## src/sv/tlfq_pkg.sv

```systemverilog
// ----------------------------------------------------------------------------
// tlfq_pkg
// shared types, codes and reset values of the three-level feedback scheduler
// ----------------------------------------------------------------------------
package tlfq_pkg;

  localparam int QueueDepthDef = 16;
  localparam int BurstBitsDef  = 16;

  localparam logic [4:0] SysBudgetRst = 5'd8;
  localparam logic [4:0] IaBudgetRst  = 5'd16;
  localparam logic [4:0] SliceRst     = 5'd7;
  localparam logic [4:0] BtBudgetRst  = 5'd30;
  localparam logic [5:0] SysTopRst    = 6'd5;
  localparam logic [5:0] IaTopRst     = 6'd10;
  localparam logic [5:0] BtTopRst     = 6'd15;

  localparam logic KindAdmit = 1'b0;

  typedef enum logic [2:0] {
    EV_ADMIT   = 3'd0,
    EV_REJECT  = 3'd1,
    EV_DONE    = 3'd2,
    EV_MOVE    = 3'd3,
    EV_PARTIAL = 3'd4,
    EV_IDLE    = 3'd5
  } event_e;

  typedef enum logic [1:0] {
    Q_SYS = 2'd0,
    Q_IA  = 2'd1,
    Q_BT  = 2'd2
  } queue_e;

  typedef enum logic [2:0] {
    CFG_SYS_BUDGET = 3'd0,
    CFG_IA_BUDGET  = 3'd1,
    CFG_SLICE      = 3'd2,
    CFG_BT_BUDGET  = 3'd3,
    CFG_SYS_TOP    = 3'd4,
    CFG_IA_TOP     = 3'd5,
    CFG_BT_TOP     = 3'd6
  } cfg_idx_e;

  typedef enum logic [3:0] {
    ST_IDLE,
    ST_ADMIT,
    ST_SYS_CHECK,
    ST_SYS_SCAN,
    ST_SYS_SERVE,
    ST_SYS_SHIFT,
    ST_PHASE_SEL,
    ST_IA_READ,
    ST_IA_SERVE,
    ST_BT_READ,
    ST_BT_SERVE,
    ST_FINISH
  } state_e;

  typedef struct packed {
    logic        kind;
    logic [7:0]  task_tag;
    logic [15:0] burst_time;
    logic [5:0]  task_priority;
  } in_item_t;

  typedef struct packed {
    logic [2:0]  event_res;
    logic [7:0]  task_id;
    logic [1:0]  from_queue;
    logic [1:0]  to_queue;
    logic [4:0]  ran_for;
    logic [15:0] remaining;
    logic        last;
  } out_item_t;

endpackage

```

## src/sv/tlfq_ram.sv

```systemverilog
// ----------------------------------------------------------------------------
// tlfq_ram
// task store: one write port, one read port, registered read data
// ----------------------------------------------------------------------------
module tlfq_ram #(
  parameter int DEPTH = tlfq_pkg::QueueDepthDef,
  parameter int WIDTH = 30
) (
  input  logic                     clk_i,
  input  logic                     we_i,
  input  logic [$clog2(DEPTH)-1:0] waddr_i,
  input  logic [WIDTH-1:0]         wdata_i,
  input  logic [$clog2(DEPTH)-1:0] raddr_i,
  output logic [WIDTH-1:0]         rdata_o
);

  logic [WIDTH-1:0] mem [DEPTH];
  logic [WIDTH-1:0] rdata_q;

  always_ff @(posedge clk_i) begin
    if (we_i) begin
      mem[waddr_i] <= wdata_i;
    end
    rdata_q <= mem[raddr_i];
  end

  assign rdata_o = rdata_q;

endmodule

```

## src/sv/three_level_feedback_queue_scheduler.sv

```systemverilog
// admit: ST_ADMIT places the result in the holding stage, ST_FINISH moves it to the output and waits on output stalls
// round: per system event a check, a min scan over the system store, the serve,
//   then compaction of the system store; per interactive or batch event a read and a serve state
// one transaction in work at a time; results drain through a one-deep holding stage
// reset clears counts, pointers, control and configuration registers at once; stores need no clearing pass
// ----------------------------------------------------------------------------
// three_level_feedback_queue_scheduler
// three-queue scheduler with system priority queue, interactive round robin
// and batch fifo, state kept in three single-port-pair memories
// ----------------------------------------------------------------------------
module three_level_feedback_queue_scheduler #(
  parameter int QUEUE_DEPTH = tlfq_pkg::QueueDepthDef,
  parameter int BURST_BITS  = tlfq_pkg::BurstBitsDef
) (
  input  logic                clk_i,
  input  logic                rst_ni,
  input  logic                in_valid_i,
  output logic                in_stall_o,
  input  tlfq_pkg::in_item_t  in_i,
  output logic                out_valid_o,
  input  logic                out_stall_i,
  output tlfq_pkg::out_item_t out_o,
  input  logic                cfg_valid_i,
  output logic                cfg_ready_o,
  input  logic [2:0]          cfg_index_i,
  input  logic [5:0]          cfg_data_i
);

  localparam int IdxW = $clog2(QUEUE_DEPTH);
  localparam int CntW = $clog2(QUEUE_DEPTH + 1);
  localparam int EntW = 8 + BURST_BITS + 6;
  localparam logic [IdxW-1:0] LastIdx = IdxW'(QUEUE_DEPTH - 1);

  // configuration registers
  logic [4:0] sys_budget_q, ia_budget_q, slice_q, bt_budget_q;
  logic [5:0] sys_top_q, ia_top_q, bt_top_q;

  // control state
  tlfq_pkg::state_e state_q, state_d;
  tlfq_pkg::in_item_t item_q, item_d;
  logic [4:0]      time_q, time_d;
  logic [CntW-1:0] sys_cnt_q, sys_cnt_d;
  logic [IdxW-1:0] ia_head_q, ia_head_d, ia_tail_q, ia_tail_d;
  logic [CntW-1:0] ia_cnt_q, ia_cnt_d;
  logic [IdxW-1:0] bt_head_q, bt_head_d, bt_tail_q, bt_tail_d;
  logic [CntW-1:0] bt_cnt_q, bt_cnt_d;
  logic [CntW-1:0] live_q, live_d;
  logic [IdxW-1:0] scan_idx_q, scan_idx_d, best_idx_q, best_idx_d;
  logic [EntW-1:0] best_q, best_d;
  logic [CntW-1:0] shift_idx_q, shift_idx_d;

  // result holding stage and output register
  tlfq_pkg::out_item_t pend_q, pend_d, out_q, out_d;
  logic pend_valid_q, pend_valid_d, out_valid_q, out_valid_d;

  // memory ports
  logic            sys_we, ia_we, bt_we;
  logic [IdxW-1:0] sys_waddr, ia_waddr, bt_waddr;
  logic [EntW-1:0] sys_wdata, ia_wdata, bt_wdata;
  logic [IdxW-1:0] sys_raddr, ia_raddr, bt_raddr;
  logic [EntW-1:0] sys_rdata, ia_rdata, bt_rdata;

  tlfq_ram #(.DEPTH(QUEUE_DEPTH), .WIDTH(EntW)) u_sys_ram (
    .clk_i, .we_i(sys_we), .waddr_i(sys_waddr), .wdata_i(sys_wdata),
    .raddr_i(sys_raddr), .rdata_o(sys_rdata)
  );
  tlfq_ram #(.DEPTH(QUEUE_DEPTH), .WIDTH(EntW)) u_ia_ram (
    .clk_i, .we_i(ia_we), .waddr_i(ia_waddr), .wdata_i(ia_wdata),
    .raddr_i(ia_raddr), .rdata_o(ia_rdata)
  );
  tlfq_ram #(.DEPTH(QUEUE_DEPTH), .WIDTH(EntW)) u_bt_ram (
    .clk_i, .we_i(bt_we), .waddr_i(bt_waddr), .wdata_i(bt_wdata),
    .raddr_i(bt_raddr), .rdata_o(bt_rdata)
  );

  // entry layout: tag, burst, priority
  function automatic logic [7:0] ent_tag(logic [EntW-1:0] e);
    return e[EntW-1 -: 8];
  endfunction
  function automatic logic [BURST_BITS-1:0] ent_burst(logic [EntW-1:0] e);
    return e[6 +: BURST_BITS];
  endfunction
  function automatic logic [5:0] ent_prio(logic [EntW-1:0] e);
    return e[5:0];
  endfunction
  function automatic logic [15:0] to_rem(logic [BURST_BITS-1:0] b);
    logic [31:0] w;
    w = 32'(b);
    return w[15:0];
  endfunction
  function automatic logic [IdxW-1:0] wrap_inc(logic [IdxW-1:0] p);
    return (p == LastIdx) ? '0 : p + 1'b1;
  endfunction

  // config port never back-pressures
  assign cfg_ready_o = 1'b1;

  always_ff @(posedge clk_i or negedge rst_ni) begin
    if (!rst_ni) begin
      sys_budget_q <= tlfq_pkg::SysBudgetRst;
      ia_budget_q  <= tlfq_pkg::IaBudgetRst;
      slice_q      <= tlfq_pkg::SliceRst;
      bt_budget_q  <= tlfq_pkg::BtBudgetRst;
      sys_top_q    <= tlfq_pkg::SysTopRst;
      ia_top_q     <= tlfq_pkg::IaTopRst;
      bt_top_q     <= tlfq_pkg::BtTopRst;
    end else if (cfg_valid_i) begin
      unique case (cfg_index_i)
        tlfq_pkg::CFG_SYS_BUDGET: sys_budget_q <= cfg_data_i[4:0];
        tlfq_pkg::CFG_IA_BUDGET:  ia_budget_q  <= cfg_data_i[4:0];
        tlfq_pkg::CFG_SLICE:      slice_q      <= cfg_data_i[4:0];
        tlfq_pkg::CFG_BT_BUDGET:  bt_budget_q  <= cfg_data_i[4:0];
        tlfq_pkg::CFG_SYS_TOP:    sys_top_q    <= cfg_data_i;
        tlfq_pkg::CFG_IA_TOP:     ia_top_q     <= cfg_data_i;
        tlfq_pkg::CFG_BT_TOP:     bt_top_q     <= cfg_data_i;
        default: ;
      endcase
    end
  end

  // sequencer: one transaction at a time; every event but the idle event passes the holding stage
  always_comb begin
    logic                out_free, emit_req, emit_ok;
    tlfq_pkg::out_item_t ev;
    logic [31:0]         wide_burst;
    logic [BURST_BITS-1:0] in_burst, p_burst, tz, sz;
    logic [EntW-1:0]     p;
    logic [4:0]          slice;
    logic [CntW-1:0]     nxt;

    state_d      = state_q;
    item_d       = item_q;
    time_d       = time_q;
    sys_cnt_d    = sys_cnt_q;
    ia_head_d    = ia_head_q;
    ia_tail_d    = ia_tail_q;
    ia_cnt_d     = ia_cnt_q;
    bt_head_d    = bt_head_q;
    bt_tail_d    = bt_tail_q;
    bt_cnt_d     = bt_cnt_q;
    live_d       = live_q;
    scan_idx_d   = scan_idx_q;
    best_idx_d   = best_idx_q;
    best_d       = best_q;
    shift_idx_d  = shift_idx_q;
    pend_d       = pend_q;
    pend_valid_d = pend_valid_q;
    out_d        = out_q;
    out_valid_d  = out_valid_q && out_stall_i;

    sys_we = 1'b0; sys_waddr = '0; sys_wdata = '0; sys_raddr = '0;
    ia_we  = 1'b0; ia_waddr  = ia_tail_q; ia_wdata = '0; ia_raddr = ia_head_q;
    bt_we  = 1'b0; bt_waddr  = bt_tail_q; bt_wdata = '0; bt_raddr = bt_head_q;

    out_free = !out_valid_q || !out_stall_i;
    emit_req = 1'b0;
    emit_ok  = !pend_valid_q || out_free;
    ev       = '0;

    wide_burst = 32'(item_q.burst_time);
    in_burst   = wide_burst[BURST_BITS-1:0];
    tz         = BURST_BITS'(time_q);
    slice      = (slice_q == 5'd0) ? 5'd1 : slice_q;
    sz         = BURST_BITS'(slice);
    p          = best_q;
    p_burst    = ent_burst(best_q);
    nxt        = '0;

    unique case (state_q)
      tlfq_pkg::ST_IDLE: begin
        if (in_valid_i) begin
          item_d = in_i;
          if (in_i.kind == tlfq_pkg::KindAdmit) begin
            state_d = tlfq_pkg::ST_ADMIT;
          end else begin
            time_d  = sys_budget_q;
            state_d = tlfq_pkg::ST_SYS_CHECK;
          end
        end
      end

      tlfq_pkg::ST_ADMIT: begin
        emit_req     = 1'b1;
        ev.task_id   = item_q.task_tag;
        ev.remaining = to_rem(in_burst);
        if (in_burst == '0 || item_q.task_priority > bt_top_q ||
            live_q == CntW'(QUEUE_DEPTH)) begin
          ev.event_res = tlfq_pkg::EV_REJECT;
        end else begin
          ev.event_res = tlfq_pkg::EV_ADMIT;
          if (item_q.task_priority <= sys_top_q) begin
            ev.from_queue = tlfq_pkg::Q_SYS;
            if (emit_ok) begin
              sys_we    = 1'b1;
              sys_waddr = sys_cnt_q[IdxW-1:0];
              sys_cnt_d = sys_cnt_q + 1'b1;
            end
          end else if (item_q.task_priority <= ia_top_q) begin
            ev.from_queue = tlfq_pkg::Q_IA;
            if (emit_ok) begin
              ia_we     = 1'b1;
              ia_tail_d = wrap_inc(ia_tail_q);
              ia_cnt_d  = ia_cnt_q + 1'b1;
            end
          end else begin
            ev.from_queue = tlfq_pkg::Q_BT;
            if (emit_ok) begin
              bt_we     = 1'b1;
              bt_tail_d = wrap_inc(bt_tail_q);
              bt_cnt_d  = bt_cnt_q + 1'b1;
            end
          end
          if (emit_ok) live_d = live_q + 1'b1;
        end
        ev.to_queue = ev.from_queue;
        sys_wdata = {item_q.task_tag, in_burst, item_q.task_priority};
        ia_wdata  = sys_wdata;
        bt_wdata  = sys_wdata;
        if (emit_ok) state_d = tlfq_pkg::ST_FINISH;
      end

      tlfq_pkg::ST_SYS_CHECK: begin
        if (time_q != 5'd0 && sys_cnt_q != '0) begin
          sys_raddr  = '0;
          scan_idx_d = '0;
          state_d    = tlfq_pkg::ST_SYS_SCAN;
        end else begin
          state_d = tlfq_pkg::ST_PHASE_SEL;
        end
      end

      // one entry a cycle, strict compare keeps the earliest of equal priorities
      tlfq_pkg::ST_SYS_SCAN: begin
        if (scan_idx_q == '0 || ent_prio(sys_rdata) < ent_prio(best_q)) begin
          best_d     = sys_rdata;
          best_idx_d = scan_idx_q;
        end
        nxt = CntW'(scan_idx_q) + 1'b1;
        if (nxt < sys_cnt_q) begin
          sys_raddr  = nxt[IdxW-1:0];
          scan_idx_d = nxt[IdxW-1:0];
        end else begin
          state_d = tlfq_pkg::ST_SYS_SERVE;
        end
      end

      tlfq_pkg::ST_SYS_SERVE: begin
        emit_req   = 1'b1;
        ev.task_id = ent_tag(p);
        ev.from_queue = tlfq_pkg::Q_SYS;
        if (p_burst <= tz) begin
          ev.event_res = tlfq_pkg::EV_DONE;
          ev.to_queue  = tlfq_pkg::Q_SYS;
          ev.ran_for   = p_burst[4:0];
          if (emit_ok) begin
            time_d = time_q - p_burst[4:0];
            live_d = live_q - 1'b1;
          end
        end else begin
          // overrun drops to interactive
          ev.event_res = tlfq_pkg::EV_MOVE;
          ev.to_queue  = tlfq_pkg::Q_IA;
          ev.ran_for   = time_q;
          ev.remaining = to_rem(p_burst - tz);
          ia_wdata     = {ent_tag(p), p_burst - tz, ent_prio(p)};
          if (emit_ok) begin
            ia_we     = 1'b1;
            ia_tail_d = wrap_inc(ia_tail_q);
            ia_cnt_d  = ia_cnt_q + 1'b1;
            time_d    = 5'd0;
          end
        end
        nxt = CntW'(best_idx_q) + 1'b1;
        if (emit_ok) begin
          shift_idx_d = nxt;
          if (nxt < sys_cnt_q) begin
            sys_raddr = nxt[IdxW-1:0];
            state_d   = tlfq_pkg::ST_SYS_SHIFT;
          end else begin
            sys_cnt_d = sys_cnt_q - 1'b1;
            state_d   = tlfq_pkg::ST_SYS_CHECK;
          end
        end
      end

      // compaction keeps arrival order for the tie rule
      tlfq_pkg::ST_SYS_SHIFT: begin
        sys_we    = 1'b1;
        sys_waddr = IdxW'(shift_idx_q - 1'b1);
        sys_wdata = sys_rdata;
        nxt = shift_idx_q + 1'b1;
        if (nxt < sys_cnt_q) begin
          sys_raddr   = nxt[IdxW-1:0];
          shift_idx_d = nxt;
        end else begin
          sys_cnt_d = sys_cnt_q - 1'b1;
          state_d   = tlfq_pkg::ST_SYS_CHECK;
        end
      end

      tlfq_pkg::ST_PHASE_SEL: begin
        if (sys_cnt_q == '0 && ia_cnt_q != '0) begin
          time_d  = ia_budget_q;
          state_d = tlfq_pkg::ST_IA_READ;
        end else if (sys_cnt_q == '0 && bt_cnt_q != '0) begin
          time_d  = bt_budget_q;
          state_d = tlfq_pkg::ST_BT_READ;
        end else begin
          state_d = tlfq_pkg::ST_FINISH;
        end
      end

      tlfq_pkg::ST_IA_READ: begin
        if (time_q != 5'd0 && ia_cnt_q != '0) state_d = tlfq_pkg::ST_IA_SERVE;
        else state_d = tlfq_pkg::ST_FINISH;
      end

      tlfq_pkg::ST_IA_SERVE: begin
        p          = ia_rdata;
        p_burst    = ent_burst(ia_rdata);
        emit_req   = 1'b1;
        ev.task_id = ent_tag(p);
        ev.from_queue = tlfq_pkg::Q_IA;
        ev.to_queue   = tlfq_pkg::Q_IA;
        bt_wdata = {ent_tag(p), p_burst - sz, ent_prio(p)};
        ia_waddr = ia_head_q;
        ia_wdata = {ent_tag(p), p_burst - tz, ent_prio(p)};
        priority if (p_burst <= sz && p_burst <= tz) begin
          ev.event_res = tlfq_pkg::EV_DONE;
          ev.ran_for   = p_burst[4:0];
          if (emit_ok) begin
            time_d    = time_q - p_burst[4:0];
            ia_head_d = wrap_inc(ia_head_q);
            ia_cnt_d  = ia_cnt_q - 1'b1;
            live_d    = live_q - 1'b1;
          end
        end else if (p_burst > sz && slice <= time_q) begin
          // slice used up, demote to batch
          ev.event_res = tlfq_pkg::EV_MOVE;
          ev.to_queue  = tlfq_pkg::Q_BT;
          ev.ran_for   = slice;
          ev.remaining = to_rem(p_burst - sz);
          if (emit_ok) begin
            time_d    = time_q - slice;
            ia_head_d = wrap_inc(ia_head_q);
            ia_cnt_d  = ia_cnt_q - 1'b1;
            bt_we     = 1'b1;
            bt_tail_d = wrap_inc(bt_tail_q);
            bt_cnt_d  = bt_cnt_q + 1'b1;
          end
        end else begin
          // budget ends inside the slice, remainder stays at the head
          ev.event_res = tlfq_pkg::EV_PARTIAL;
          ev.ran_for   = time_q;
          ev.remaining = to_rem(p_burst - tz);
          if (emit_ok) begin
            ia_we  = 1'b1;
            time_d = 5'd0;
          end
        end
        if (emit_ok) state_d = tlfq_pkg::ST_IA_READ;
      end

      tlfq_pkg::ST_BT_READ: begin
        if (time_q != 5'd0 && bt_cnt_q != '0) state_d = tlfq_pkg::ST_BT_SERVE;
        else state_d = tlfq_pkg::ST_FINISH;
      end

      tlfq_pkg::ST_BT_SERVE: begin
        p          = bt_rdata;
        p_burst    = ent_burst(bt_rdata);
        emit_req   = 1'b1;
        ev.task_id = ent_tag(p);
        ev.from_queue = tlfq_pkg::Q_BT;
        sys_waddr = sys_cnt_q[IdxW-1:0];
        sys_wdata = {ent_tag(p), p_burst - tz, ent_prio(p)};
        if (p_burst <= tz) begin
          ev.event_res = tlfq_pkg::EV_DONE;
          ev.to_queue  = tlfq_pkg::Q_BT;
          ev.ran_for   = p_burst[4:0];
          if (emit_ok) begin
            time_d = time_q - p_burst[4:0];
            live_d = live_q - 1'b1;
          end
        end else begin
          // overrun goes back to system
          ev.event_res = tlfq_pkg::EV_MOVE;
          ev.to_queue  = tlfq_pkg::Q_SYS;
          ev.ran_for   = time_q;
          ev.remaining = to_rem(p_burst - tz);
          if (emit_ok) begin
            sys_we    = 1'b1;
            sys_cnt_d = sys_cnt_q + 1'b1;
            time_d    = 5'd0;
          end
        end
        if (emit_ok) begin
          bt_head_d = wrap_inc(bt_head_q);
          bt_cnt_d  = bt_cnt_q - 1'b1;
          state_d   = tlfq_pkg::ST_BT_READ;
        end
      end

      // held event goes out marked last, or an idle event if none came
      tlfq_pkg::ST_FINISH: begin
        if (out_free) begin
          if (pend_valid_q) begin
            out_d = pend_q;
          end else begin
            out_d = '0;
            out_d.event_res = tlfq_pkg::EV_IDLE;
          end
          out_d.last   = 1'b1;
          out_valid_d  = 1'b1;
          pend_valid_d = 1'b0;
          state_d      = tlfq_pkg::ST_IDLE;
        end
      end

      default: state_d = tlfq_pkg::ST_IDLE;
    endcase

    // a new event pushes the held one out, not last
    if (emit_req && emit_ok) begin
      if (pend_valid_q) begin
        out_d       = pend_q;
        out_d.last  = 1'b0;
        out_valid_d = 1'b1;
      end
      pend_d       = ev;
      pend_valid_d = 1'b1;
    end
  end

  always_ff @(posedge clk_i or negedge rst_ni) begin
    if (!rst_ni) begin
      state_q      <= tlfq_pkg::ST_IDLE;
      time_q       <= '0;
      sys_cnt_q    <= '0;
      ia_head_q    <= '0;
      ia_tail_q    <= '0;
      ia_cnt_q     <= '0;
      bt_head_q    <= '0;
      bt_tail_q    <= '0;
      bt_cnt_q     <= '0;
      live_q       <= '0;
      pend_valid_q <= 1'b0;
      out_valid_q  <= 1'b0;
    end else begin
      state_q      <= state_d;
      time_q       <= time_d;
      sys_cnt_q    <= sys_cnt_d;
      ia_head_q    <= ia_head_d;
      ia_tail_q    <= ia_tail_d;
      ia_cnt_q     <= ia_cnt_d;
      bt_head_q    <= bt_head_d;
      bt_tail_q    <= bt_tail_d;
      bt_cnt_q     <= bt_cnt_d;
      live_q       <= live_d;
      pend_valid_q <= pend_valid_d;
      out_valid_q  <= out_valid_d;
    end
  end

  // payload registers
  always_ff @(posedge clk_i) begin
    item_q      <= item_d;
    scan_idx_q  <= scan_idx_d;
    best_idx_q  <= best_idx_d;
    best_q      <= best_d;
    shift_idx_q <= shift_idx_d;
    pend_q      <= pend_d;
    out_q       <= out_d;
  end

  assign in_stall_o  = (state_q != tlfq_pkg::ST_IDLE);
  assign out_valid_o = out_valid_q;
  assign out_o       = out_q;

`ifndef ASSERT_OFF
  // between transactions every live task sits in exactly one queue
  a_idle_sum: assert property (@(posedge clk_i) disable iff (!rst_ni)
    state_q == tlfq_pkg::ST_IDLE |->
      ((CntW+2)'(sys_cnt_q) + (CntW+2)'(ia_cnt_q) + (CntW+2)'(bt_cnt_q))
        == (CntW+2)'(live_q))
    else $error("queue counts disagree with live task count");

  a_live_cap: assert property (@(posedge clk_i) disable iff (!rst_ni)
    live_q <= CntW'(QUEUE_DEPTH))
    else $error("live task count above queue depth");

  a_pend_flushed: assert property (@(posedge clk_i) disable iff (!rst_ni)
    state_q == tlfq_pkg::ST_IDLE |-> !pend_valid_q)
    else $error("held event left behind at end of transaction");

  a_accept_busy: assert property (@(posedge clk_i) disable iff (!rst_ni)
    in_valid_i && !in_stall_o |=> state_q != tlfq_pkg::ST_IDLE)
    else $error("accepted transaction not started");
`endif

endmodule
```

## config.mk

```make
export PLATFORM = sky130hd
export DESIGN_NAME = three_level_feedback_queue_scheduler
export DESIGN_NICKNAME = d
export VERILOG_FILES = /design/src/sv/tlfq_pkg.sv /design/src/sv/tlfq_ram.sv /design/src/sv/three_level_feedback_queue_scheduler.sv
export SDC_FILE = /design/constraint.sdc
export NUM_CORES = 2
export LEC_CHECK = 0
export ABC_AREA = 1
export BUFFER_PORTS_ARGS = -buffer_cell sky130_fd_sc_hd__buf_2
export CAP_MARGIN = 10
export CORE_AREA = 8 8 473 475
export DETAILED_ROUTE_END_ITERATION = 8
export DIE_AREA = 0 0 481 483
export HOLD_SLACK_MARGIN = 0.02
export PLACE_DENSITY = 0.56
export SLEW_MARGIN = 40
export SYNTH_ARGS = -nofsm -noshare
export SYNTH_HDL_FRONTEND = slang
export SYNTH_SLANG_ARGS = --single-unit
```

## constraint.sdc

```tcl
create_clock -name clk_i -period 13.3 [get_ports clk_i]
set_clock_uncertainty 0.1 [all_clocks]
set_input_delay 1.995 -clock clk_i [delete_from_list [all_inputs] [get_ports clk_i]]
set_output_delay 1.995 -clock clk_i [all_outputs]
set_load 0.01 [all_outputs]
```

==> results.yml <==
clock_tree:
  clockBufferDepth: 3
  clock-root-buffer: "clkbuf_16"
  numCtsBuffers: 183
  tritoncts: "done"
  cts_setup_buffers: 0
  cts_hold_buf: 0
  htree_levels: 4
  clkSinkCount: 1761
  worstSkewPairLatency_ps: 830
  path_clk_slew_ps: 60
  cts_resized: 0
placement:
  pre_cts_ws_ps: 6740
  placed_cell_area_um2: 79100
  gp_congestion: 0.917
  dpl.hpwl_um: 131000
  numPortBuffers: 83
  placed_cells: 9283
synth:
  ys_ff_latch: 1761
  synth_fp_nets: 6726
  synth.distinct_cells: 58
  async_flop_share_pct: 4.83
  ys_warn_count: 0
  synth-edff-count: 1549
  yosysSeqAreaShare_pct: 68.2
  synth_ff_type: "edfxtp_1"
  syn_inst: 6573
  synth_area_per_cell_um2: 11.4
  synth_area_um2: 75100
power:
  p_total_mw: 18.7
  combPwrFrac_pct: 30.8
  p_seq_share_pct: 41.5
  internal-power_mw: 11.7
  pwr_density_cell_nw_per_um2: 219
  p_clk_share_pct: 27.7
  switching_share_pct: 37.4
  ir_drop_uv: 157
  switchingPower_mw: 7.00
  leakage_nw: 31.4
worst_setup_path:
  r2r_start: "slice_q[1]"
  critPathCaptureType: "flop"
  arrival_ps: 6420
  reg2reg_slack_ps: 7980
  cp_common_cell: "nand3_1"
  worst_setup_path_start_kind: "primary input"
  crit_type: "in2reg"
  r2r_end: "u_bt_ram.mem[12][3]"
  ff2ff_path_depth: 16
  crit_chain: "buf_2, nand2_1, nor2_4, inv_2, nand4_4, buf_4, buf_4, buf_4, nand3_1, nand3_1, nand3_1, nand3_1, nand2_1"
  cp_max_fo: 74
  cp.required_ps: 13890
  crit_slowest_cell: "buf_4"
  max_stage_delay_ps: 790
sta:
  maxSlewViolCount: 0
  finalSetupTns_ps: 0
  hold_viol_final: 0
  max_freq_mhz: 171
  final.setup.worst_slack_ps: 7470
  setup_viol: 0
  rsz0062_at_grt: "no"
  worstMarginPinSlew_ps: 855
  period_needed_ps: 5830
  relSlewSlack_pct: 42.9
  timing.final.crit_share_pct: 43.9
  worst_hold_slack_ps: 365
finish:
  antenna-diode-count: 0
  fillers: 20500
  final_cell_mix: "edfxtp_1, nand2_1, nand3_1"
  stdcell_area_um2: 85300
  postLayoutCoreUtil_pct: 39.5
  area_growth_pct: 13.5
  regArea_um2: 51200
  multi_input_area_um2: 20700
  nets: 6768
  mostFrequentLayoutCell: "edfxtp_1"
  drive_gt1_share_pct: 9.40
  final_cells: 9632
die:
  io_pins: 85
  die_w_um: 481
  rows: 171
  dieArea_um2: 232000
  die_y_um: 483
  initial_core_util_pct: 34.8
  design.core.area_um2: 216000
global_route:
  grt_pass1_vias: 48000
  antenna_found_initial: 5
  grt_pass1_wl_um: 324000
  grt_usage_pct: 18.4
  grt_overflow: 0
  grt_start_max_net_pins: 138
routing:
  first_pass_iters: 6
  routedWlPerCell_um: 23.1
  drc: 0
  drt_iter0_markers: 5464
  wl_um: 222000
  ant_nets: 0
  vias_per_cell: 5.28
  num_vias: 50900
run:
  max-cap-violations: 0
worst_hold_path:
  hold_depth: 0
  min_from: "u_sys_ram.rdata_o[13]"
  hp-class: "reg2reg"
  min_to: "best_q[13]"
status:
  status: "completed"
[sequential cells by signal, indices dropped and copies added, names as in the netlist, 6 cells and up]
signal and flops:
u_ia_ram.mem 480, out_o 37, pend_q 36, best_q 30, item_q 30, sys_top_q 6
u_bt_ram.mem 480, bt_top_q 6, u_sys_ram.mem 480, u_sys_ram.rdata_o 30, ia_top_q 6, u_bt_ram.rdata_o 30
u_ia_ram.rdata_o 30
[Yosys cell counts, types with 34 or more instances]
cell type,count,share of area [%]
nand2_1,984,4.9
a21oi_1,63,0.42
dfrtp_1,68,2.3
edfxtp_1,1549,62
o22ai_1,81,0.67
inv_1,545,2.7
o32ai_1,73,0.85
o221ai_1,95,1.1
nor2_1,719,3.6
xor2_1,63,0.73
ha_1,96,1.6
o211ai_1,48,0.48
buf_2,84,0.56
nand3b_1,143,1.4
clkbuf_1,228,1.1
dfxtp_1,127,3.4
nor3_1,34,0.23
nand3_1,773,5.1
o21ai_0,531,3.5
mux2i_1,47,0.63
[kinds of logic (layout without fill, tap and decap cells)]
group,Yosys count,after routing,synth area share [%]
adders and majority gates,108,108,1.92
AOI/OAI and AO/OA,938,938,7.54
buffers and inverters,926,1131,4.96
muxes,47,47,0.626
DFF,1761,1761,68.2
and+or+nand+nor,2715,2715,15.9
other,1,1,0.00499
xor gates and xnor gates,77,77,0.898
[worst max-delay path: cells and delay by family]
family        cells  cell delay, ps
buf+inv           5            2630
simple gates      8            1670
[worst max-delay path by stage]
stage,to,cells past startpoint,startpoint
final,u_sys_ram.rdata_o[27],13,out_stall_i
after detailed placement,u_sys_ram.rdata_o[26],13,out_stall_i
after CTS,u_sys_ram.rdata_o[27],13,out_stall_i
after global placement,u_sys_ram.rdata_o[29],13,out_stall_i
after global routing,u_sys_ram.rdata_o[27],13,out_stall_i
after floorplan,u_bt_ram.mem[12][0],6,out_stall_i
[power groups by stage]
stage	Combinational, mW	Sequential [mW]	Clock, mW
after floorplan	3.73	7.49	0
after global placement	5.56	7.88	0
after detailed placement	5.67	7.88	0
after CTS	5.70	7.77	5.28
after global routing	6.31	7.80	5.50
final	5.76	7.76	5.18
[final cells by class]
class                           count  area share, %
Clock inverter                     94           1.26
Sequential cell                  1761           60.1
Multi-Input combinational cell   3886           24.3
Inverter                          568           2.54
Timing Repair Buffer              215           1.75
Clock buffer                      254           5.94
Tap cell                         2854           4.19
[routing by layer]
layer | global-route usage [%] | wire length, µm | vias up
met1 | 25.3 | 95200 | 25400
met3 | 3.19 | 15800 | 376
li1 | - | - | 23300
met4 | 7.22 | 9350 | 4
met2 | 29.0 | 102000 | 1796
met5 | 0 | 27 | -
Power figures use the tool's default switching activity.
